$ cat src/hdl/iopdt_pkg.sv
// Shared types, constants and default-decode functions for the I/O port decode table.
// Used by the front end, command queue, back end and top level; no dependencies.
`default_nettype none

package iopdt_pkg;

  // Stream widths
  localparam int KEY_MAX_BITS  = 14;
  localparam int LOW_KEY_BITS  = 10;
  localparam int IN_DATA_BITS  = 48;
  localparam int IN_USER_BITS  = 2;
  localparam int OUT_DATA_BITS = 24;

  // Command queue geometry
  localparam int QUEUE_DEPTH    = 4;
  localparam int QUEUE_PTR_BITS = 2;

  // Item selector codes carried on tuser
  localparam logic [1:0] MODE_LOOKUP  = 2'd0;
  localparam logic [1:0] MODE_WRITE   = 2'd1;
  localparam logic [1:0] MODE_RESTORE = 2'd2;

  typedef enum logic [1:0] {
    OP_LOOKUP,
    OP_WRITE,
    OP_RESTORE
  } op_t;

  // Classified command passed from front end to back end
  typedef struct packed {
    op_t                     op;
    logic [KEY_MAX_BITS-1:0] key;
    logic [7:0]              value;
  } cmd_t;

  // Built-in device code of one port and direction; zero means no device.
  // The low-byte 0xC0-and-above rule comes first, so the 0xFE and 0xFD
  // arms never fire; they stay as the decode rules list them.
  function automatic logic [7:0] default_code(input logic [15:0] port, input logic rd);
    logic [7:0] lo;
    logic [7:0] hi;
    logic [7:0] code;
    lo   = port[7:0];
    hi   = port[15:8];
    code = 8'h00;
    if (lo >= 8'hC0) begin
      code = lo;
    end else if (lo == 8'hFE) begin
      code = rd ? 8'h40 : 8'hC2;
    end else if (lo == 8'h1C && rd && hi < 8'h80) begin
      code = 8'h1C;
    end else if (lo == 8'h1D && !rd && hi < 8'h80) begin
      code = 8'h1D;
    end else if (lo == 8'h1E && !rd && hi < 8'h80) begin
      code = 8'h1E;
    end else if (lo == 8'hBD && rd && hi == 8'hFF) begin
      code = 8'h1C;
    end else if (lo == 8'hBD && !rd && hi == 8'hDF) begin
      code = 8'h1D;
    end else if (lo == 8'hBD && !rd && hi == 8'hBF) begin
      code = 8'h1E;
    end else if (lo == 8'hFD && hi == 8'hFF) begin
      code = rd ? 8'h52 : 8'h90;
    end else if (lo == 8'hFD && hi == 8'hBF && !rd) begin
      code = 8'h91;
    end else if (lo == 8'h82 && !rd && hi < 8'h80) begin
      code = 8'hE8;
    end else if (lo == 8'hA2 && !rd && hi < 8'h80) begin
      code = 8'hE9;
    end else if (lo >= 8'h50 && lo <= 8'h57) begin
      code = 8'h20 + {5'b00000, lo[2:0]};
    end else if (lo == 8'h1F) begin
      code = 8'h10;
    end else if (lo == 8'h3F) begin
      code = 8'h11;
    end else if (lo == 8'h5F) begin
      code = 8'h12;
    end else if (lo == 8'h7F) begin
      code = 8'h13;
    end else if (lo == 8'h88 || lo == 8'h89 || lo == 8'h8F) begin
      code = lo;
    end
    return code;
  endfunction

  // Default table content of one low key (bit 9 direction, 8:7 A15:A14,
  // 6:5 A6:A5, 4 A13, 3 A7, 2:0 A2:A0). Walking ports upward, the last
  // nonzero code wins. Only the 0xBD rules look at A12:A8 beyond A15, and
  // they need A12:A8 all ones, which is also the highest high byte, so the
  // winner sits at A12:A8 = ones with the highest A4:A3 that decodes.
  function automatic logic [7:0] base_code(input logic [LOW_KEY_BITS-1:0] lk);
    logic [15:0] port;
    logic [7:0]  code;
    logic [7:0]  cand;
    logic        found;
    code  = 8'h00;
    found = 1'b0;
    for (int i = 3; i >= 0; i--) begin
      port = {lk[8:7], lk[4], 5'b11111, lk[3], lk[6:5], 2'(i), lk[2:0]};
      cand = default_code(port, lk[9]);
      if (!found && cand != 8'h00) begin
        code  = cand;
        found = 1'b1;
      end
    end
    return code;
  endfunction

endpackage

`default_nettype wire

$ cat src/hdl/iopdt_front.sv
// Front end of the I/O port decode table: unpacks input transactions,
// classifies them by selector and forms the masked table key. Uses iopdt_pkg.
`default_nettype none

module iopdt_front
  import iopdt_pkg::*;
#(
  parameter int KEY_BITS = 14
) (
  input  logic                    in_valid,
  output logic                    in_ready,
  input  logic [IN_USER_BITS-1:0] in_mode,
  input  logic [IN_DATA_BITS-1:0] in_data,
  output logic                    cmd_valid,
  output cmd_t                    cmd,
  input  logic                    cmd_ready
);

  localparam logic [KEY_MAX_BITS-1:0] KeyMask =
    KEY_MAX_BITS'((32'd1 << KEY_BITS) - 32'd1);

  logic [15:0]             port_address;
  logic                    is_read;
  logic [1:0]              cfg_bits;
  logic                    page_bit;
  logic                    dos_flag;
  logic [KEY_MAX_BITS-1:0] entry_key;
  logic [7:0]              entry_value;
  logic [KEY_MAX_BITS-1:0] lookup_key;

  // Unpack the data fields
  assign port_address = in_data[15:0];
  assign is_read      = in_data[16];
  assign cfg_bits     = in_data[18:17];
  assign page_bit     = in_data[19];
  assign dos_flag     = in_data[20];
  assign entry_key    = in_data[34:21];
  assign entry_value  = in_data[42:35];

  // Pack the lookup key and trim it to the table size
  assign lookup_key = {cfg_bits, page_bit, dos_flag, is_read,
                       port_address[15:14], port_address[6:5], port_address[13],
                       port_address[7], port_address[2:0]} & KeyMask;

  // Every transaction is taken when the queue has room; unused codes drop here
  assign in_ready = cmd_ready;

  // Classify by selector
  always_comb begin
    cmd_valid = 1'b0;
    cmd.op    = OP_LOOKUP;
    cmd.key   = lookup_key;
    cmd.value = entry_value;
    unique case (in_mode)
      MODE_LOOKUP: begin
        cmd_valid = in_valid;
      end
      MODE_WRITE: begin
        cmd_valid = in_valid;
        cmd.op    = OP_WRITE;
        cmd.key   = entry_key & KeyMask;
      end
      MODE_RESTORE: begin
        cmd_valid = in_valid;
        cmd.op    = OP_RESTORE;
      end
      default: begin
        cmd_valid = 1'b0;
      end
    endcase
  end

endmodule

`default_nettype wire

$ cat config.mk
export PLATFORM = sky130hd
export DESIGN_NAME = iopdt_front
export DESIGN_NICKNAME = d
export VERILOG_FILES = /design/src/hdl/iopdt_pkg.sv /design/src/hdl/iopdt_front.sv
export SDC_FILE = /design/constraint.sdc
export NUM_CORES = 1
export LEC_CHECK = 0
export ABC_AREA = 1
export CAP_MARGIN = 5
export CORE_AREA = 2 2 39 41
export DETAILED_ROUTE_END_ITERATION = 16
export DIE_AREA = 0 0 41 43
export DONT_BUFFER_PORTS = 1
export PLACE_DENSITY = 0.36
export SYNTH_ARGS = -nofsm -noshare
export SYNTH_HDL_FRONTEND = slang
export SYNTH_SLANG_ARGS = --single-unit
$ cat constraint.sdc
create_clock -name vclk -period 1.65
set_clock_uncertainty 0.1 [all_clocks]
set_input_delay 0.165 -clock vclk [all_inputs]
set_output_delay 0.165 -clock vclk [all_outputs]
set_load 0.03 [all_outputs]
* Word-level counts from Yosys, hierarchy flattened
Index checks and enable logic that the tools add are counted.
** Operators by class
- Shifts and indexed selects :: 0
- Equal/unequal tests :: 2
- Bitwise operators :: 0
- Add/subtract/negate cells :: 0
- Reduce and logical (&&, ||, !) cells :: 2
- $mul :: 0
- Divide/modulo/power cells :: 0
- Multiplexer cells :: 3
- Magnitude comparators :: 0
** Operators by type and width (number)
- $mux 14 :: 1
- $pmux 2 s2 :: 1
- $reduce_or 3->1 :: 1
- $eq 2x1->1 const B :: 1
- $eq 2x2->1 const B :: 1
- $logic_not 2->1 :: 1
- $mux 1 :: 1
** Word-level totals
- Bits in read-only memories :: 0
- Bits in registers :: 0
- Bits in latches :: 0
- Memories :: 0
- Input bits :: 52
- Memory bits (writable) :: 0

* Longest topological paths before layout
- Depth in word-level cells :: 3
- Depth in mapped cells :: 5

* Worst setup path after synthesis
No wires, ideal clock.
- Path type :: input port to output port
- Start point :: input in_mode[0]
- End point :: output cmd_valid
- Stages :: 2
- Required time :: 1385 ps
- Path slack :: 379 ps
- Arrival :: 1006 ps
- Buffers on the path :: 1
- Cell sequence :: buf_6 -> a21boi_0
** On the way
- Word-level cells in the longest chain between the ends :: 3
- Elaborated cells on any way between the ends :: 5
- Those cells by class :: 2 x eq/ne; 1 x mux; 2 x reduce/logical
** Ends and longest elaborated chain
- start, declared :: line iopdt_front.sv:12 : input logic [IN_USER_BITS-1:0] in_mode,
- $eq 2x2->1 (tied with other cells) :: line iopdt_front.sv:54 : unique case (in_mode)
- $reduce_or 3->1 (no line) (*)
- $mux 1 (*) :: line iopdt_front.sv:54
- end, declared :: line iopdt_front.sv:14 : output logic cmd_valid,
Every way passes the cells marked *; elsewhere a longest branch is shown, timed or not.

==> results.ini <==
[route]
routedWlPerCell_microns = 11.2
wl_microns = 716
postRouteAntennaNets = 0
drt-pass1-iter-count = 3
drt-vias-per-instance = 5.00
vias = 320
drc = 0
first_iter_violations = 3

[setup_path]
crit_path_end_kind = output pin
critPathArrivalTime_ns = 0.83
critPathCapture = cmd[19]
critPathMaxFanout = 16
crit_required_ns = 1.38
start_kind = primary input
path_class = in -> out
cp-startpoint = in_mode[1]

[sta]
finalSetupViolCount = 0
fin_ws_ns = 0.559
rsz0062_at_grt = false
fin_setup_tns_ns = 0
final_max_slew_viol_count = 0
min_period_ns = 1.09
slew_headroom_pct = 63.3
hold_ws_ns = 0.230
hold_viol_final = 0
worst_pin_slew_ns = 0.548
max_clock_freq_mhz = 917
fin_crit_sh_pct = 66.1

[logic_synthesis]
avgSynthCellArea_sq_um = 5.17
synth_adder_area_share_pct = 0
synth_top_family_by_area = simple AND/OR/NAND/NOR gates
syn-cell-area_sq_um = 310
synth_area_leaders = nand2_1 34%, buf_4 27%, nand3_1 23%, buf_6 7.3%, nand2_4 3.6%
ys_seq_area_share_pct = 0
yosysTopAreaCell = nand2_1
synthMuxAreaShare_pct = 0
yosysMostFrequentCell = nand2_1
syn_inst = 60
syn-num-nets = 112
synth.distinct_cells = 9
synth_top_area_share_pct = 33.9
synth-compound-area-share_pct = 2.42
ys_top_cells_by_count = 28 x nand2_1, 14 x nand3_1, 11 x buf_4
yosys_warnings = 0
synthSimpleGateAreaFrac_pct = 61.3
synth-xor-area-share_pct = 0

[finish]
multi_input_area_sq_um = 198
seqCellArea_sq_um = 0
final_cells = 64
clock_buffers = 0
area_growth_pct = -25.0
n_antenna_cell = 0
utilization_pct = 16.8
seq_cell_count = 0
fin_area_sq_um = 233
nets = 102
fillers = 169
drive_above_1_share_pct = 6.25

[global_route]
track_usage_pct = 6.99
grt_pass1_wl_microns = 945
grt_max_degree = 18
antenna_found_initial = 0
overflow = 0
grt_pass1_vias = 222

[clocking]
cts_hold_buffers = 0
cts_setup_buffers = 0
cts-resized-gates = 0

[worst_hold_path]
min_path_type = in -> out

[die]
initial_core_util_pct = 22.4
std_cell_rows = 14
io_pins = 78
core_area_sq_mm = 0.00138
die_h_microns = 43
die_w_microns = 41
die_area_sq_mm = 0.00176

[run_status]
status = finished, final reports clean

[power_and_ir_drop]
p_per_area_mw_per_mm2 = 486
ir_drop_v = 0.000102
power_uw = 113
leakagePower_nw = 0.149

[run]
cap_viol_max_count = 0

[place]
port_buffers = 0
pre_cts_slack_ns = 0.531
gp_congestion = 0.583
placed_cells = 64
placed_area_sq_um = 233

==> final cells by class <==
cell class,count,area share [%]
inverters,2,3.23
multi-input cells,45,84.9
well taps,16,8.60
repair buffers,1,3.23
==> report_power, final <==
group,internal (mW),total (mW),switching (mW)
clock network,0,0,0
logic,0.0185,0.113,0.0946
registers,0,0,0
==> worst min path at each step <==
stage,startpoint,to,depth (start not counted)
2_1_floorplan,in_data[35],cmd[0],1
5_1_grt,cmd_ready,in_ready,0
3_3_place_gp,in_data[38],cmd[3],0
3_5_place_dp,in_data[38],cmd[3],0
4_1_cts,in_data[38],cmd[3],0
6_report,in_data[36],cmd[1],0
==> routing by layer <==
metal	vias up	global-route usage [%]	wire length (microns)
met5	-	0	0
met4	0	0	0
met3	0	0.524	127
met2	32	14.1	342
met1	131	7.59	246
li1	157	-	-
==> cells by family (layout without fill, tap and decap cells) <==
logic type | Yosys count | in the layout
AO/OA/AOI/OAI | 1 | 1
buffers and inverters | 15 | 3
AND/OR/NAND/NOR | 44 | 44
==> worst max-delay path, stage by stage <==
cell	delay [ns]
inv_2	0.20
nand2_4	0.17
nand2_1	0.09
nand2_1	0.19
==> cell usage in the layout (no fill, tap or decap) <==
master and n:
inv_1 1, nand2_4 1, buf_4 1, a21boi_0 1
nand2_1 28, inv_2 1, nand3_1 14, nor2_1 1
Note: power is estimated with default switching activity, not from simulation.
