$ cat src/hdl/iopdt_pkg.sv
// Shared types, constants and default-decode functions for the I/O port decode table.
// Used by the front end, command queue, back end and top level; no dependencies.
`default_nettype none

package iopdt_pkg;

  // Stream widths
  localparam int KEY_MAX_BITS  = 14;
  localparam int LOW_KEY_BITS  = 10;
  localparam int IN_DATA_BITS  = 48;
  localparam int IN_USER_BITS  = 2;
  localparam int OUT_DATA_BITS = 24;

  // Command queue geometry
  localparam int QUEUE_DEPTH    = 4;
  localparam int QUEUE_PTR_BITS = 2;

  // Item selector codes carried on tuser
  localparam logic [1:0] MODE_LOOKUP  = 2'd0;
  localparam logic [1:0] MODE_WRITE   = 2'd1;
  localparam logic [1:0] MODE_RESTORE = 2'd2;

  typedef enum logic [1:0] {
    OP_LOOKUP,
    OP_WRITE,
    OP_RESTORE
  } op_t;

  // Classified command passed from front end to back end
  typedef struct packed {
    op_t                     op;
    logic [KEY_MAX_BITS-1:0] key;
    logic [7:0]              value;
  } cmd_t;

  // Built-in device code of one port and direction; zero means no device.
  // The low-byte 0xC0-and-above rule comes first, so the 0xFE and 0xFD
  // arms never fire; they stay as the decode rules list them.
  function automatic logic [7:0] default_code(input logic [15:0] port, input logic rd);
    logic [7:0] lo;
    logic [7:0] hi;
    logic [7:0] code;
    lo   = port[7:0];
    hi   = port[15:8];
    code = 8'h00;
    if (lo >= 8'hC0) begin
      code = lo;
    end else if (lo == 8'hFE) begin
      code = rd ? 8'h40 : 8'hC2;
    end else if (lo == 8'h1C && rd && hi < 8'h80) begin
      code = 8'h1C;
    end else if (lo == 8'h1D && !rd && hi < 8'h80) begin
      code = 8'h1D;
    end else if (lo == 8'h1E && !rd && hi < 8'h80) begin
      code = 8'h1E;
    end else if (lo == 8'hBD && rd && hi == 8'hFF) begin
      code = 8'h1C;
    end else if (lo == 8'hBD && !rd && hi == 8'hDF) begin
      code = 8'h1D;
    end else if (lo == 8'hBD && !rd && hi == 8'hBF) begin
      code = 8'h1E;
    end else if (lo == 8'hFD && hi == 8'hFF) begin
      code = rd ? 8'h52 : 8'h90;
    end else if (lo == 8'hFD && hi == 8'hBF && !rd) begin
      code = 8'h91;
    end else if (lo == 8'h82 && !rd && hi < 8'h80) begin
      code = 8'hE8;
    end else if (lo == 8'hA2 && !rd && hi < 8'h80) begin
      code = 8'hE9;
    end else if (lo >= 8'h50 && lo <= 8'h57) begin
      code = 8'h20 + {5'b00000, lo[2:0]};
    end else if (lo == 8'h1F) begin
      code = 8'h10;
    end else if (lo == 8'h3F) begin
      code = 8'h11;
    end else if (lo == 8'h5F) begin
      code = 8'h12;
    end else if (lo == 8'h7F) begin
      code = 8'h13;
    end else if (lo == 8'h88 || lo == 8'h89 || lo == 8'h8F) begin
      code = lo;
    end
    return code;
  endfunction

  // Default table content of one low key (bit 9 direction, 8:7 A15:A14,
  // 6:5 A6:A5, 4 A13, 3 A7, 2:0 A2:A0). Walking ports upward, the last
  // nonzero code wins. Only the 0xBD rules look at A12:A8 beyond A15, and
  // they need A12:A8 all ones, which is also the highest high byte, so the
  // winner sits at A12:A8 = ones with the highest A4:A3 that decodes.
  function automatic logic [7:0] base_code(input logic [LOW_KEY_BITS-1:0] lk);
    logic [15:0] port;
    logic [7:0]  code;
    logic [7:0]  cand;
    logic        found;
    code  = 8'h00;
    found = 1'b0;
    for (int i = 3; i >= 0; i--) begin
      port = {lk[8:7], lk[4], 5'b11111, lk[3], lk[6:5], 2'(i), lk[2:0]};
      cand = default_code(port, lk[9]);
      if (!found && cand != 8'h00) begin
        code  = cand;
        found = 1'b1;
      end
    end
    return code;
  endfunction

endpackage

`default_nettype wire

$ cat src/hdl/iopdt_queue.sv
// Short command queue between the front and back ends of the decode table.
// Holds classified commands in order; uses iopdt_pkg.
`default_nettype none

module iopdt_queue
  import iopdt_pkg::*;
(
  input  logic clk,
  input  logic rst,
  input  logic push_valid,
  output logic push_ready,
  input  cmd_t push_cmd,
  output logic pop_valid,
  input  logic pop_ready,
  output cmd_t pop_cmd
);

  localparam logic [QUEUE_PTR_BITS:0] CountMax = (QUEUE_PTR_BITS+1)'(QUEUE_DEPTH);

  cmd_t                    slots [QUEUE_DEPTH];
  logic [QUEUE_PTR_BITS-1:0] wr_ptr;
  logic [QUEUE_PTR_BITS-1:0] rd_ptr;
  logic [QUEUE_PTR_BITS:0]   count;
  logic                      push;
  logic                      pop;

  assign push_ready = (count != CountMax);
  assign pop_valid  = (count != '0);
  assign push       = push_valid && push_ready;
  assign pop        = pop_valid && pop_ready;
  assign pop_cmd    = slots[rd_ptr];

  // Store entries
  always_ff @(posedge clk) begin
    if (push) begin
      slots[wr_ptr] <= push_cmd;
    end
  end

  // Advance pointers and occupancy
  always_ff @(posedge clk) begin
    if (rst) begin
      wr_ptr <= '0;
      rd_ptr <= '0;
      count  <= '0;
    end else begin
      if (push) begin
        wr_ptr <= wr_ptr + 1'b1;
      end
      if (pop) begin
        rd_ptr <= rd_ptr + 1'b1;
      end
      if (push && !pop) begin
        count <= count + 1'b1;
      end else if (pop && !push) begin
        count <= count - 1'b1;
      end
    end
  end

  a_count_bound: assert property (@(posedge clk) disable iff (rst)
    count <= CountMax)
    else $error("queue occupancy above depth");

  a_count_up: assert property (@(posedge clk) disable iff (rst)
    (push && !pop) |=> (count == $past(count) + 1'b1))
    else $error("queue occupancy did not grow on push");

  a_count_down: assert property (@(posedge clk) disable iff (rst)
    (pop && !push) |=> (count == $past(count) - 1'b1))
    else $error("queue occupancy did not shrink on pop");

endmodule

`default_nettype wire

$ cat config.mk
export PLATFORM = sky130hd
export DESIGN_NAME = iopdt_queue
export DESIGN_NICKNAME = d
export VERILOG_FILES = /design/src/hdl/iopdt_pkg.sv /design/src/hdl/iopdt_queue.sv
export SDC_FILE = /design/constraint.sdc
export NUM_CORES = 1
export LEC_CHECK = 0
export ABC_AREA = 1
export BUFFER_PORTS_ARGS = -buffer_cell sky130_fd_sc_hd__buf_2
export CORE_ASPECT_RATIO = 0.7
export CORE_MARGIN = 3
export CORE_UTILIZATION = 40
export CTS_BUF_LIST = sky130_fd_sc_hd__clkbuf_8
export CTS_CLUSTER_DIAMETER = 200
export CTS_CLUSTER_SIZE = 24
export DETAILED_ROUTE_END_ITERATION = 7
export GPL_ROUTABILITY_DRIVEN = 0
export PLACE_DENSITY = 0.56
export SYNTH_ARGS = -nofsm -noshare
export SYNTH_HDL_FRONTEND = slang
export SYNTH_SLANG_ARGS = --single-unit
$ cat constraint.sdc
create_clock -name clk -period 3.85 [get_ports clk]
set_input_delay 0.385 -clock clk [delete_from_list [all_inputs] [get_ports clk]]
set_output_delay 0.385 -clock clk [all_outputs]
set_load 0.01 [all_outputs]
======== Word level (Yosys, flattened, before mapping) ========
Memory sizes are Yosys's and may differ from the RTL's. A register that Yosys moved wholly into a read port is not among the register bits.
Cells that the tools add are included.
word-level totals
  bits in registers ....................... 7
  memory bits (writable) .................. 96
  input port bits ......................... 28
  output and inout port bits .............. 26
  logic and storage cells ................. 23
  memories kept ........................... 1
memories
  name   words  bits a word  rd ports  clocked after Yosys merged registers in  wr ports  line               text
  slots  4      24           1         1                                        1         iopdt_queue.sv:20  cmd_t slots [QUEUE_DEPTH];
cells by class
  $add $sub $neg .......................... 4
  eq/ne operators ......................... 1
  multiplexer cells ....................... 6
  reduce and logical (&&, ||, !) cells .... 8
operators with widths
  operator               count
  $mux W3                2
  $add A2 B1 Y2 const B  2
  $logic_and A1 B1 Y1    4
  $mux W2                2
  $add A3 B1 Y3 const B  1
  $ne A3 B3 Y1 const B   1
  $reduce_bool A3 Y1     1
  $sub A3 B1 Y3 const B  1
  $logic_not A1 Y1       2
  $mux W1                2
  $reduce_bool A2 Y1     1

======== Depth between registers and ports, before layout ========
  word-level depth ........................ 6
  gate-level depth with buffers ........... 13
  depth with buffers taken out ............ 13

======== Worst setup path before layout ========
No wires, ideal clock.
  path type ............................... flip-flop to flip-flop
  start ................................... reg count[0]
  end ..................................... mem slots[0][0] (netlist name), enable pin
  setup time .............................. 405 ps
  arrival time ............................ 1676 ps
  required time ........................... 3445 ps
  path slack .............................. 1769 ps
  stages on the path, launching flop included .. 5
  path buffers ............................ 0
  period minus slack after synthesis ...... 2081 ps
  cell sequence ........................... dfxtp_1 -> nor2_2 -> nand2_2 -> nand2_2 -> nor2_1
between the ends
  longest elaborated chain between the ends .. 4
RTL lines
  element                        line               text
  start, declared                iopdt_queue.sv:23  logic [QUEUE_PTR_BITS:0] count;
  start signal, assigned         iopdt_queue.sv:54  count <= count + 1'b1;
  start signal, assigned         iopdt_queue.sv:56  count <= count - 1'b1;
  $ne A3 B3 Y1                   iopdt_queue.sv:27  assign push_ready = (count != CountMax);
  named net push_ready           iopdt_queue.sv:11  output logic push_ready,
  $logic_and A1 B1 Y1            iopdt_queue.sv:29  assign push = push_valid && push_ready;
  $mux W1                        iopdt_queue.sv:35  if (push) begin
  $mux W1 (implied by the code)  iopdt_queue.sv:36  slots[wr_ptr] <= push_cmd;
  end, declared                  iopdt_queue.sv:20
The timed path passes the listed nets, and every way through them passes these cells.

==> reports/metrics.yaml <==
portBuffers: 53
path_clk_slew_ns: 0.09
drive_above_1_share_pct: 33.9
die_h_um: 91.9
fp.coreArea_mm2: 0.00998
hp-class: "primary input to flop"
wire_per_inst_um: 16.3
syn_nets: 334
grt_pass1_wl_mm: 13.0
cts_hold_buf: 0
vias: 2391
final_common_cell: "edfxtp_1"
grt_setup_unrepaired: "false"
finalHoldViolCount: 0
grt_pass1_vias: 2434
synth_area_mm2: 0.00422
htreeDepth: 3
vias_per_cell: 4.90
placed_cells: 472
power.density_mw_per_mm2: 604
slew_viol_final: 0
period_minus_slack_ns: 2.57
arrival_ns: 2.18
total_power_mw: 2.89
dp_hpwl_mm: 4.73
fin_skew_ns: 0.00618
start_util_pct: 42.2
cap_violations: 0
leakagePower_nw: 1.70
synthArstFlopShare_pct: 0
avgSynthCellArea_um2: 14.1
ys_warn_count: 0
synth.area.mux_share_pct: 0
synth_edf_count: 96
cts_setup_buffers: 0
synth_top_family_by_area: "compound AO/OA/AOI/OAI gates"
cts_buffers: 9
clock.fmax_ghz: 0.389
rr_worst_depth: 9
setup_viol: 0
chipWidth_um: 129
clockBufferDepth: 2
drt-pass1-iter-count: 4
placed_area_mm2: 0.00460
grt-ovfl-total: 0
required_ns: 3.46
ioPinCount: 54
cts_resized: 0
ir_worst_vdd_v: 0.000355
fp.dieArea_mm2: 0.0118
antenna_found_initial: 0
dpl_worst_slack_ns: 1.59
layout_common_cells: "edfxtp_1 (96), buf_2 (53), o21ai_0 (45), nor2_1 (37), nor2_2 (25)"
nets: 389
crit_fanout: 25
synth-seq-cells: 105
maxSlewHeadroom_pct: 32.2
clkLatencyLatePin_ns: 0.36
holdPathStages: 1
synth.yosys.seq_area_share_pct: 72.6
fin_area_mm2: 0.00478
gr-usage-all-layers_pct: 14.4
worst_pin_slew_ns: 1.02
stdcell_count: 488
synthDistinctLibCells: 22
setup_ws_ns: 1.28
clock_tree.root_cell: "clkbuf_8"
wirelength_mm: 7.94
cts_tree: "built"
critPathKind: "flop to output port"
synth_compound_area_share_pct: 12.7
outcome: "completed"
drcViolationCount: 0
cts_sinks: 105
start_kind: "flop"
yosys.area_share.simple_pct: 8.93
area_growth_pct: 13.4
final.setup.tns_ns: 0
period_share_pct: 66.7
synth-adder-area-share_pct: 1.96
grt_max_degree: 49
ant_nets: 0
row_count: 30
first_iter_violations: 205
synth_xor_area_share_pct: 0.208
synth_ff_type: "edfxtp_1"
synthCells: 300
cp-end-kind: "output port"
num_antenna_cells: 0
[per-stage QoR]
stage | hold WS, ns | util, %
6_report | 0.235 | 47.9
3_3_place_gp | 0.492 | 46.1
4_1_cts | 0.210 | 47.9
2_1_floorplan | 0.454 | -
3_5_place_dp | 0.489 | 46.1
5_1_grt | 0.217 | 47.9
[flip-flops by register name, summed over array words and instances (netlist names), named ones only]
register and flops:
count 3, rd_ptr 2, slots 96, wr_ptr 2
[worst max-delay path: stages, from the launching register on]
cell     delay [ns]
dfxtp_1        0.89
inv_2          0.42
o21ai_0        0.23
o22ai_2        0.12
buf_2          0.16
[final cells by class]
class,instances,area (um2)
Clock buffer,12,165
Multi-Input combinational cell,165,1010
Fill cell,890,5200
Tap cell,128,160
Clock inverter,4,15.0
Timing Repair Buffer,58,303
Inverter,16,60.1
Sequential cell,105,3060
[cell families after synthesis]
| kind of cell | count (synthesis) |
|---|---|
| DFF | 105 |
| and+or+nand+nor | 82 |
| AOI/OAI and AO/OA | 76 |
| buffers and inverters | 30 |
| adders and majority gates | 6 |
| xor gates and xnor gates | 1 |
[synthesized netlist by cell type, types with 3 or more instances]
| master | count | area [um2] |
|---|---|---|
| edfxtp_1 | 96 | 2880 |
| inv_2 | 3 | 11.3 |
| buf_2 | 9 | 45.0 |
| o21ai_0 | 45 | 225 |
| inv_1 | 13 | 48.8 |
| nor2_1 | 41 | 154 |
| nor2_2 | 21 | 131 |
| buf_6 | 3 | 33.8 |
| nand2_1 | 12 | 45.0 |
| nand3_1 | 4 | 20.0 |
| o21ai_1 | 4 | 20.0 |
| a21oi_1 | 3 | 15.0 |
| nand2_2 | 3 | 18.8 |
| ha_1 | 5 | 62.6 |
| o22ai_1 | 4 | 25.0 |
| o22ai_2 | 20 | 250 |
| dfxtp_1 | 9 | 180 |
[final timing paths]
path / end / slack [ns] / start
worst max-delay path: pop_cmd[2] / 1.28 / flop
worst min-delay path: slots[3][13]$_DFFE_PP_ / 0.23 / push_cmd[13]
worst max register to register: count[1]$_SDFFE_PP0P_ / 1.97 / count[1]$_SDFFE_PP0P_
worst min register to register: rd_ptr[1]$_SDFFE_PP0P_ / 0.51 / rd_ptr[1]$_SDFFE_PP0P_
[report_power, final]
| group | internal, mW | total [mW] | leakage (nW) | switching, mW |
|---|---|---|---|---|
| registers | 1.39 | 1.44 | 0.954 | 0.0551 |
| logic | 0.301 | 0.837 | 0.642 | 0.536 |
| clock network | 0.280 | 0.608 | 0.108 | 0.329 |
[metal layers]
| layer | track usage (%) | wire [um] | vias up |
|---|---|---|---|
| met1 | 20.6 | 3890 | 1149 |
| li1 | - | - | 1189 |
| met2 | 20.8 | 3560 | 44 |
| met3 | 4.83 | 391 | 9 |
| met4 | 4.72 | 98 | 0 |
| met5 | 0 | 0 | - |
Note: power is estimated with default switching activity, not from simulation.
